### config.mk
export PLATFORM = sky130hd
export DESIGN_NAME = text_respacer_entab
export DESIGN_NICKNAME = d
export VERILOG_FILES = /design/src/design/tre_pkg.sv /design/src/design/tre_ctrl.sv /design/src/design/tre_dp.sv /design/src/design/text_respacer_entab.sv
export SDC_FILE = /design/constraint.sdc
export NUM_CORES = 1
export LEC_CHECK = 0
export BUFFER_PORTS_ARGS = -buffer_cell sky130_fd_sc_hd__buf_4
export CORE_ASPECT_RATIO = 0.75
export CORE_MARGIN = 2
export CORE_UTILIZATION = 30
export DETAILED_ROUTE_END_ITERATION = 12
export MAX_ROUTING_LAYER = met4
export PLACE_DENSITY = 0.55
export SLEW_MARGIN = 20
export SYNTH_ARGS = -nofsm -noshare
export SYNTH_HDL_FRONTEND = slang
export SYNTH_SLANG_ARGS = --single-unit
export TNS_END_PERCENT = 20
### constraint.sdc
create_clock -name clk -period 9.7 [get_ports clk]
set_clock_uncertainty 0.2 [all_clocks]
set_input_delay 2.91 -clock clk [delete_from_list [all_inputs] [get_ports clk]]
set_output_delay 2.91 -clock clk [all_outputs]
set_load 0.01 [all_outputs]
### src/design/tre_pkg.sv
// Shared types, constants and helpers for the text respacer.
package tre_pkg;

  localparam int COLUMN_LIMIT = 255;
  localparam logic [8:0] COL_LIMIT9 = 9'(COLUMN_LIMIT);

  localparam int LREP_W   = 4;
  localparam int INDENT_W = 7;
  localparam logic [LREP_W-1:0]   LREP_RESET   = 4'd2;
  localparam logic [INDENT_W-1:0] INDENT_RESET = 7'd0;

  // Character codes
  localparam logic [7:0] CH_HT  = 8'h09;
  localparam logic [7:0] CH_NL  = 8'h0A;
  localparam logic [7:0] CH_FF  = 8'h0C;
  localparam logic [7:0] CH_CR  = 8'h0D;
  localparam logic [7:0] CH_BS  = 8'h08;
  localparam logic [7:0] CH_RS  = 8'h1E;
  localparam logic [7:0] CH_SP  = 8'h20;
  localparam logic [7:0] CH_META   = 8'h80;
  localparam logic [7:0] CH_METASP = 8'hA0;

  // Datapath operations
  localparam logic [1:0] OP_IDLE  = 2'd0;
  localparam logic [1:0] OP_NL    = 2'd1;
  localparam logic [1:0] OP_CR    = 2'd2;
  localparam logic [1:0] OP_PRINT = 2'd3;

  // Byte classes of an incoming word
  localparam logic [1:0] CLS_BLANK = 2'd0;
  localparam logic [1:0] CLS_NL    = 2'd1;
  localparam logic [1:0] CLS_CR    = 2'd2;
  localparam logic [1:0] CLS_PRINT = 2'd3;

  // Register indexes
  localparam logic REG_LREP   = 1'b0;
  localparam logic REG_INDENT = 1'b1;

  typedef struct packed {
    logic       accept;
    logic [1:0] op;
  } tre_cmd_t;

  typedef struct packed {
    logic [1:0] cls;
    logic       done;
  } tre_stat_t;

  function automatic logic [7:0] sat_col(input logic [8:0] v);
    return (v > COL_LIMIT9) ? COL_LIMIT9[7:0] : v[7:0];
  endfunction

endpackage

### src/design/tre_ctrl.sv
// Sequencer for the text respacer: picks the datapath operation per word.
module tre_ctrl
  import tre_pkg::*;
(
  input  logic      clk,
  input  logic      rst_n,
  input  logic      in_valid,
  input  tre_stat_t stat,
  output tre_cmd_t  cmd
);

  localparam logic [1:0] S_IDLE  = 2'd0;
  localparam logic [1:0] S_NL    = 2'd1;
  localparam logic [1:0] S_CR    = 2'd2;
  localparam logic [1:0] S_PRINT = 2'd3;

  logic [1:0] state_r, state_nxt;

  always_comb begin
    state_nxt  = state_r;
    cmd.accept = 1'b0;
    cmd.op     = OP_IDLE;
    unique case (state_r)
      S_IDLE: begin
        cmd.accept = in_valid;
        if (in_valid) begin
          unique case (stat.cls)
            CLS_NL:    state_nxt = S_NL;
            CLS_CR:    state_nxt = S_CR;
            CLS_PRINT: state_nxt = S_PRINT;
            default:   state_nxt = S_IDLE;
          endcase
        end
      end
      S_NL: begin
        cmd.op = OP_NL;
        if (stat.done) state_nxt = S_IDLE;
      end
      S_CR: begin
        cmd.op = OP_CR;
        if (stat.done) state_nxt = S_IDLE;
      end
      S_PRINT: begin
        cmd.op = OP_PRINT;
        if (stat.done) state_nxt = S_IDLE;
      end
      default: state_nxt = S_IDLE;
    endcase
  end

  always_ff @(posedge clk) begin
    if (!rst_n) begin
      state_r <= S_IDLE;
    end else begin
      state_r <= state_nxt;
    end
  end

  // Blanks only move the column: the sequencer stays idle after them
  a_blank_stays_idle: assert property (@(posedge clk) disable iff (!rst_n)
    (state_r == S_IDLE && in_valid && stat.cls == CLS_BLANK) |=> state_r == S_IDLE)
    else $error("blank word left idle state");

  // A finished operation always returns to idle
  a_done_returns: assert property (@(posedge clk) disable iff (!rst_n)
    (state_r != S_IDLE && stat.done) |=> state_r == S_IDLE)
    else $error("operation done but not idle");

endmodule

### src/design/tre_dp.sv
// Datapath for the text respacer: columns, gap emission and output register.
module tre_dp
  import tre_pkg::*;
(
  input  logic                clk,
  input  logic                rst_n,
  input  tre_cmd_t            cmd,
  output tre_stat_t           stat,
  input  logic [LREP_W-1:0]   line_repeat,
  input  logic [INDENT_W-1:0] indent_columns,
  input  logic [7:0]          in_data_byte,
  input  logic                in_new_file,
  output logic                out_valid,
  input  logic                out_ready,
  output logic [7:0]          out_byte,
  output logic                out_last
);

  logic [7:0]        ic_r, ic_nxt, oc_r, oc_nxt;
  logic [7:0]        byte_r, byte_nxt;
  logic [LREP_W-1:0] cnt_r, cnt_nxt;
  logic              ov_r, ov_nxt, ol_r, ol_nxt;
  logic [7:0]        ob_r, ob_nxt;

  logic       out_free;
  logic [7:0] ic_base, oc_base, target, gap_oc;
  logic [8:0] stop;
  logic       gap, use_tab, is_bs, drop, is_ctl;

  assign out_free = !ov_r || out_ready;
  assign ic_base  = in_new_file ? 8'd0 : ic_r;
  assign oc_base  = in_new_file ? 8'd0 : oc_r;

  assign target  = sat_col({1'b0, ic_r} + {2'b00, indent_columns});
  assign gap     = target > oc_r;
  assign stop    = ({1'b0, oc_r} + 9'd8) & ~9'd7;
  assign use_tab = stop <= {1'b0, target};
  assign gap_oc  = use_tab ? stop[7:0] : oc_r + 8'd1;

  assign is_bs  = (byte_r == CH_BS) || (byte_r == CH_RS);
  assign drop   = is_bs && (ic_r == 8'd0);
  assign is_ctl = ((byte_r != 8'd0) && (byte_r < CH_SP)) ||
                  ((byte_r > CH_META) && (byte_r < CH_METASP));

  always_comb begin
    ic_nxt    = ic_r;
    oc_nxt    = oc_r;
    cnt_nxt   = cnt_r;
    byte_nxt  = byte_r;
    ov_nxt    = ov_r && !out_ready;
    ob_nxt    = ob_r;
    ol_nxt    = ol_r;
    stat.done = 1'b0;

    if (in_data_byte == CH_SP || in_data_byte == CH_HT) stat.cls = CLS_BLANK;
    else if (in_data_byte == CH_NL)                    stat.cls = CLS_NL;
    else if (in_data_byte == CH_CR || in_data_byte == CH_FF) stat.cls = CLS_CR;
    else                                                stat.cls = CLS_PRINT;

    if (cmd.accept) begin
      byte_nxt = in_data_byte;
      cnt_nxt  = line_repeat;
      ic_nxt   = ic_base;
      oc_nxt   = oc_base;
      if (in_data_byte == CH_SP) begin
        ic_nxt = sat_col({1'b0, ic_base} + 9'd1);
      end else if (in_data_byte == CH_HT) begin
        ic_nxt = sat_col({1'b0, ic_base & ~8'h07} + 9'd8);
      end
    end

    case (cmd.op)
      OP_NL: begin
        if (cnt_r == '0) begin
          ic_nxt    = 8'd0;
          oc_nxt    = 8'd0;
          stat.done = 1'b1;
        end else if (out_free) begin
          ov_nxt  = 1'b1;
          ob_nxt  = CH_NL;
          ol_nxt  = (cnt_r == LREP_W'(1));
          cnt_nxt = cnt_r - LREP_W'(1);
          if (cnt_r == LREP_W'(1)) begin
            ic_nxt    = 8'd0;
            oc_nxt    = 8'd0;
            stat.done = 1'b1;
          end
        end
      end
      OP_CR: begin
        if (out_free) begin
          ov_nxt    = 1'b1;
          ob_nxt    = byte_r;
          ol_nxt    = 1'b1;
          ic_nxt    = 8'd0;
          oc_nxt    = 8'd0;
          stat.done = 1'b1;
        end
      end
      OP_PRINT: begin
        if (gap) begin
          if (out_free) begin
            ov_nxt = 1'b1;
            ob_nxt = use_tab ? CH_HT : CH_SP;
            ol_nxt = (gap_oc == target) && drop;
            oc_nxt = gap_oc;
          end
        end else if (drop) begin
          stat.done = 1'b1;
        end else if (out_free) begin
          ov_nxt    = 1'b1;
          ob_nxt    = byte_r;
          ol_nxt    = 1'b1;
          stat.done = 1'b1;
          if (is_bs) begin
            ic_nxt = ic_r - 8'd1;
            if (oc_r != 8'd0) oc_nxt = oc_r - 8'd1;
          end else if (!is_ctl) begin
            ic_nxt = sat_col({1'b0, ic_r} + 9'd1);
            oc_nxt = sat_col({1'b0, oc_r} + 9'd1);
          end
        end
      end
      default: ;
    endcase
  end

  always_ff @(posedge clk) begin
    if (!rst_n) begin
      ic_r <= 8'd0;
      oc_r <= 8'd0;
      ov_r <= 1'b0;
    end else begin
      ic_r <= ic_nxt;
      oc_r <= oc_nxt;
      ov_r <= ov_nxt;
    end
  end

  always_ff @(posedge clk) begin
    byte_r <= byte_nxt;
    cnt_r  <= cnt_nxt;
    ob_r   <= ob_nxt;
    ol_r   <= ol_nxt;
  end

  assign out_valid = ov_r;
  assign out_byte  = ob_r;
  assign out_last  = ol_r;

  a_ic_limit: assert property (@(posedge clk) disable iff (!rst_n)
    {1'b0, ic_r} <= COL_LIMIT9)
    else $error("input column above limit");

  a_oc_limit: assert property (@(posedge clk) disable iff (!rst_n)
    {1'b0, oc_r} <= COL_LIMIT9)
    else $error("output column above limit");

  // An empty newline run still clears both columns
  a_nl_zero_clears: assert property (@(posedge clk) disable iff (!rst_n)
    (cmd.op == OP_NL && cnt_r == '0) |=> (ic_r == 8'd0 && oc_r == 8'd0))
    else $error("empty newline run kept columns");

endmodule

### src/design/text_respacer_entab.sv
// Top level of the text respacer: register port, sequencer and datapath.
//
// Input channel (in_valid/in_ready, in_data_byte, in_new_file) takes one text
// byte per word. Output channel (out_valid/out_ready, out_byte, out_last)
// gives the bytes that word causes; out_last marks the final one. A word that
// causes nothing (space, tab, dropped backspace with no gap, newline with
// line_repeat 0) produces no output word.
// Every word but a space or tab takes the sequencer out of idle, which holds
// in_ready low until the word is done. The datapath emits its bytes (up to 38
// gap bytes plus the byte itself, or line_repeat newlines) one byte per cycle
// while the output register is free; an empty newline or a dropped backspace
// with no gap still passes through a busy state. out_valid comes from the
// output register, loaded after the sequencer state register takes the word.
// The output register lets the next word be accepted while the last result
// still waits; when the receiver stalls, emission holds and in_ready drops
// once the current word is under way.
// Reset (rst_n low, synchronous) clears both columns, the output register,
// line_repeat to 2 and indent_columns to 0.
// Registers: 0x0 line_repeat[3:0], 0x4 indent_columns[6:0].
module text_respacer_entab
  import tre_pkg::*;
(
  input  logic        clk,
  input  logic        rst_n,
  input  logic        psel,
  input  logic        penable,
  input  logic        pwrite,
  input  logic [2:0]  paddr,
  input  logic [31:0] pwdata,
  output logic [31:0] prdata,
  output logic        pready,
  input  logic        in_valid,
  output logic        in_ready,
  input  logic [7:0]  in_data_byte,
  input  logic        in_new_file,
  output logic        out_valid,
  input  logic        out_ready,
  output logic [7:0]  out_byte,
  output logic        out_last
);

  logic [LREP_W-1:0]   lrep_r, lrep_nxt;
  logic [INDENT_W-1:0] indent_r, indent_nxt;
  logic                wr_en;
  tre_cmd_t            cmd;
  tre_stat_t           stat;

  assign pready = 1'b1;
  assign wr_en  = psel && penable && pwrite;

  // Decode the word index from address bit 2
  always_comb begin
    lrep_nxt   = lrep_r;
    indent_nxt = indent_r;
    if (wr_en) begin
      unique case (paddr[2])
        REG_LREP:   lrep_nxt   = pwdata[LREP_W-1:0];
        REG_INDENT: indent_nxt = pwdata[INDENT_W-1:0];
        default: ;
      endcase
    end
  end

  always_comb begin
    unique case (paddr[2])
      REG_LREP:   prdata = {{(32-LREP_W){1'b0}}, lrep_r};
      REG_INDENT: prdata = {{(32-INDENT_W){1'b0}}, indent_r};
      default:    prdata = 32'd0;
    endcase
  end

  always_ff @(posedge clk) begin
    if (!rst_n) begin
      lrep_r   <= LREP_RESET;
      indent_r <= INDENT_RESET;
    end else begin
      lrep_r   <= lrep_nxt;
      indent_r <= indent_nxt;
    end
  end

  // Advance one word at a time; the sequencer owns in_ready
  tre_ctrl u_ctrl (
    .clk      (clk),
    .rst_n    (rst_n),
    .in_valid (in_valid),
    .stat     (stat),
    .cmd      (cmd)
  );

  assign in_ready = (cmd.op == OP_IDLE);

  tre_dp u_dp (
    .clk            (clk),
    .rst_n          (rst_n),
    .cmd            (cmd),
    .stat           (stat),
    .line_repeat    (lrep_r),
    .indent_columns (indent_r),
    .in_data_byte   (in_data_byte),
    .in_new_file    (in_new_file),
    .out_valid      (out_valid),
    .out_ready      (out_ready),
    .out_byte       (out_byte),
    .out_last       (out_last)
  );

endmodule

==> summary.md <==
| Metric | Value |
|---|---|
| Post-CTS Hold Fix Bufs | `0` |
| DIE AREA | `18600 um2` |
| Boundary Pins | `95` |
| Core outline area | `17000 um2` |
| Xor/xnor cell area share of the yosys netlist | `0.0542` |
| Crit path capture type | `primary output` |
| Initial antenna violation count | `0` |
| Rel. slew slack | `0.355` |
| Top cells by area, synth | `dfxtp_1 (13%), edfxtp_1 (9.7%), ha_1 (8.4%)` |
| Share of cells above drive strength 1 | `0.107` |
| CTS Buf Count | `5` |
| Yosys Warn Count | `0` |
| Period utilization | `0.685` |
| DRT iter0 DRCs | `539` |
| Syn Area/Cell | `7.57 um2` |
| CTS resizes | `0` |
| Top FF cell, synth | `dfxtp_1` |
| Gr ovfl total | `0` |
| Antenna cells | `0` |
| Final hold slack | `0.283 ns` |
| Fin Setup TNS | `0 ns` |
| Sw Ratio | `0.370` |
| Simple-gate share of the synthesized area | `0.233` |
| FFs w/ async S/R, synth | `0` |
| Slack of the worst reg-to-reg path | `4.48 ns` |
| Post-layout util | `0.342` |
| Synth top area share | `0.130` |
| Grt met1 use | `0.274` |
| Horiz. Die Dim | `157 um` |
| Sequential share of power | `0.381` |
| Vias | `5111` |
| Global-route wire length before repair | `25800 um` |
| Starting density of the core | `0.309` |
| Detailed placement HPWL | `12100 um` |
| Min-Delay Path Class | `reg2reg` |
| Worst Hold End | `indent_r[5]` |
| Max Transition Viols Final | `0` |
| Crit Path Category | `in2out` |
| Synthesized area | `5240 um2` |
| Drt wl/cell | `16.9 um` |
| Drt first pass iters | `7` |
| DR DRC count | `0` |
| Final worst slack | `3.05 ns` |
| Vias per cell | `5.41` |
| Pre-CTS setup slack | `3.05 ns` |
| Met3 Use GR | `0.0414` |
| Yosys reg bits | `51` |
| VDD IR max | `0.0833 mV` |
| M2 GR Usage | `0.237` |
| Clock sinks | `51` |
| Status | `complete, no violations` |
| Logic pwr share | `0.321` |
| Root Buffer | `clkbuf_16` |
| Post-synthesis adder-cell area fraction | `0.0873` |
| Synth Area in Compound Gates | `0.270` |
| Worst r2r dst | `u_dp.out_byte[0]` |
| ANT nets after route | `0` |
| PD cells | `124 nW/um2` |
| Leak pwr | `2.34 nW` |
| Reg-to-reg critical path startpoint | `u_dp.ic_r[0]` |
| Post-Place Cell Area | `5630 um2` |
| Die extent in y | `118 um` |
| Max-Cap Viols | `0` |
| Setup bufs post-CTS | `0` |
| # fillers | `1824` |
| Post-layout min period | `6.65 ns` |
| Port Buffer Count | `41` |
| H-tree levels | `2` |
| DRT Wirelength | `16000 um` |
| Psw | `0.266 mW` |
| Achievable Freq | `0.150 GHz` |
| Vias in the first global route | `4775` |
| Layout Nets | `794` |
| Hold_sp | `indent_r[5]` |
| Endpoints failing setup | `0` |
| Reg2reg path depth | `16` |
| FP Rows | `41` |
| Final instance area | `5800 um2` |
| Synth cell types | `80` |
| RSZ-0062 raised after global routing | `no` |
| Largest family of logic cells by synthesized area | `compound AO/OA/AOI/OAI gates` |
| Final GP Congestion | `0.903` |
| Post-synthesis mux area share | `0.0401` |
| Pin count of the biggest net entering global routing | `27` |
| Power Internal | `0.452 mW` |
| Total track usage | `0.179` |
| Worst Path Max Fanout | `10` |
| Hold Path Depth | `2` |
| GR peak layer | `met1` |
| Register area share after synthesis | `0.227` |
| Final Hold Viols | `0` |
| Reg clk slew, reported paths | `0.07 ns` |
| Clock power share | `0.299` |
| Worst-Skew Late Latency | `0.31 ns` |
| Yosys top cell by area | `dfxtp_1` |
| Worst slew pin tran | `0.967 ns` |
| CTS tree | `done` |
| Area Growth Syn to Fin | `10.7%` |
| Worst Path Arrival | `3.54 ns` |
| Cells after synthesis | `693` |
| Post-synth EDFFs | `17` |
| Req. time, crit path | `6.59 ns` |
| Setup crit start kind | `primary input` |
| Clock buffer depth | `2` |
## cell type report
type                       instances  area, um2  share of cell area
clock buffer                       5        125              0.0216
multi-input combinational        573       3690               0.637
clock inverter                     3       46.3             0.00798
tap                              236        295              0.0509
sequential                        51       1190               0.205
timing repair buffer              44        330              0.0569
inverter                          32        120              0.0207
## worst max-delay path: stages
cell	delay, ns
buf_4	0.13
mux2_2	0.35
buf_4	0.14
## synthesized netlist by cell type (10+ instances only)
cell type   n
buf_4      27
nor2_1     59
inv_1      29
o21ai_1    11
clkbuf_1   27
mux2i_1    12
a21o_1     10
nor3_1     26
xor2_1     10
o21ai_0    36
nand2_1    71
xnor2_1    18
ha_1       35
nand3_1    22
edfxtp_1   17
a21oi_1    60
dfxtp_1    34
## sequential cells by signal (all words and copies together) (netlist names)
signal / cells
indent_r: 7
lrep_r: 4
u_ctrl.state_r: 2
u_dp.byte_r: 8
u_dp.cnt_r: 4
u_dp.ic_r: 8
u_dp.oc_r: 8
u_dp.out_byte: 8
u_dp.out_last: 1
u_dp.out_valid: 1
## how the worst max path moves through the flow
stage,end,cells past startpoint,slack (ns),start
after global routing,prdata[2],3,3.03,paddr[2]
final,prdata[3],3,3.05,paddr[2]
after CTS,prdata[3],3,3.05,paddr[2]
after detailed placement,prdata[3],3,3.05,paddr[2]
after floorplan,prdata[0],2,3.05,paddr[2]
after global placement,prdata[2],3,3.06,paddr[2]
## cell usage in the layout, fill, tap and decap left out, types with 10 or more instances in the layout
master     n
xor2_1    10
a21oi_1   60
xnor2_1   18
nand2_1   71
nor3_1    26
o21ai_1   11
dfxtp_1   34
nand3_1   22
ha_1      35
conb_1    26
mux2i_1   12
edfxtp_1  17
o21ai_0   36
buf_4     44
nor2_1    59
inv_1     29
a21o_1    10
## power groups by stage
stage / Clock (mW) / Sequential (mW) / Combinational, mW
after floorplan: 0 / 0.266 / 0.161
after global placement: 0 / 0.277 / 0.225
after detailed placement: 0 / 0.277 / 0.224
after CTS: 0.216 / 0.272 / 0.225
after global routing: 0.224 / 0.277 / 0.253
final: 0.214 / 0.273 / 0.230
## metal layers
metal	vias up	wire, um
met5	-	0
met4	0	112
met3	9	1280
met2	183	6190
met1	2399	8380
li1	2520	-
## stage by stage
step / instances / power, mW
2_1_floorplan: 717 / 0.426
3_3_place_gp: 936 / 0.502
3_5_place_dp: 936 / 0.501
4_1_cts: 944 / 0.713
5_1_grt: 944 / 0.755
6_report: 944 / 0.717
## kinds of logic after synthesis
kind of cell	count (synthesis)
and+or+nand+nor	250
AOI/OAI and AO/OA	212
buffers and inverters	93
DFF	51
adders and majority gates	36
xor gates and xnor gates	30
muxes	19
other	2
Note: power is estimated with default switching activity, not from simulation.
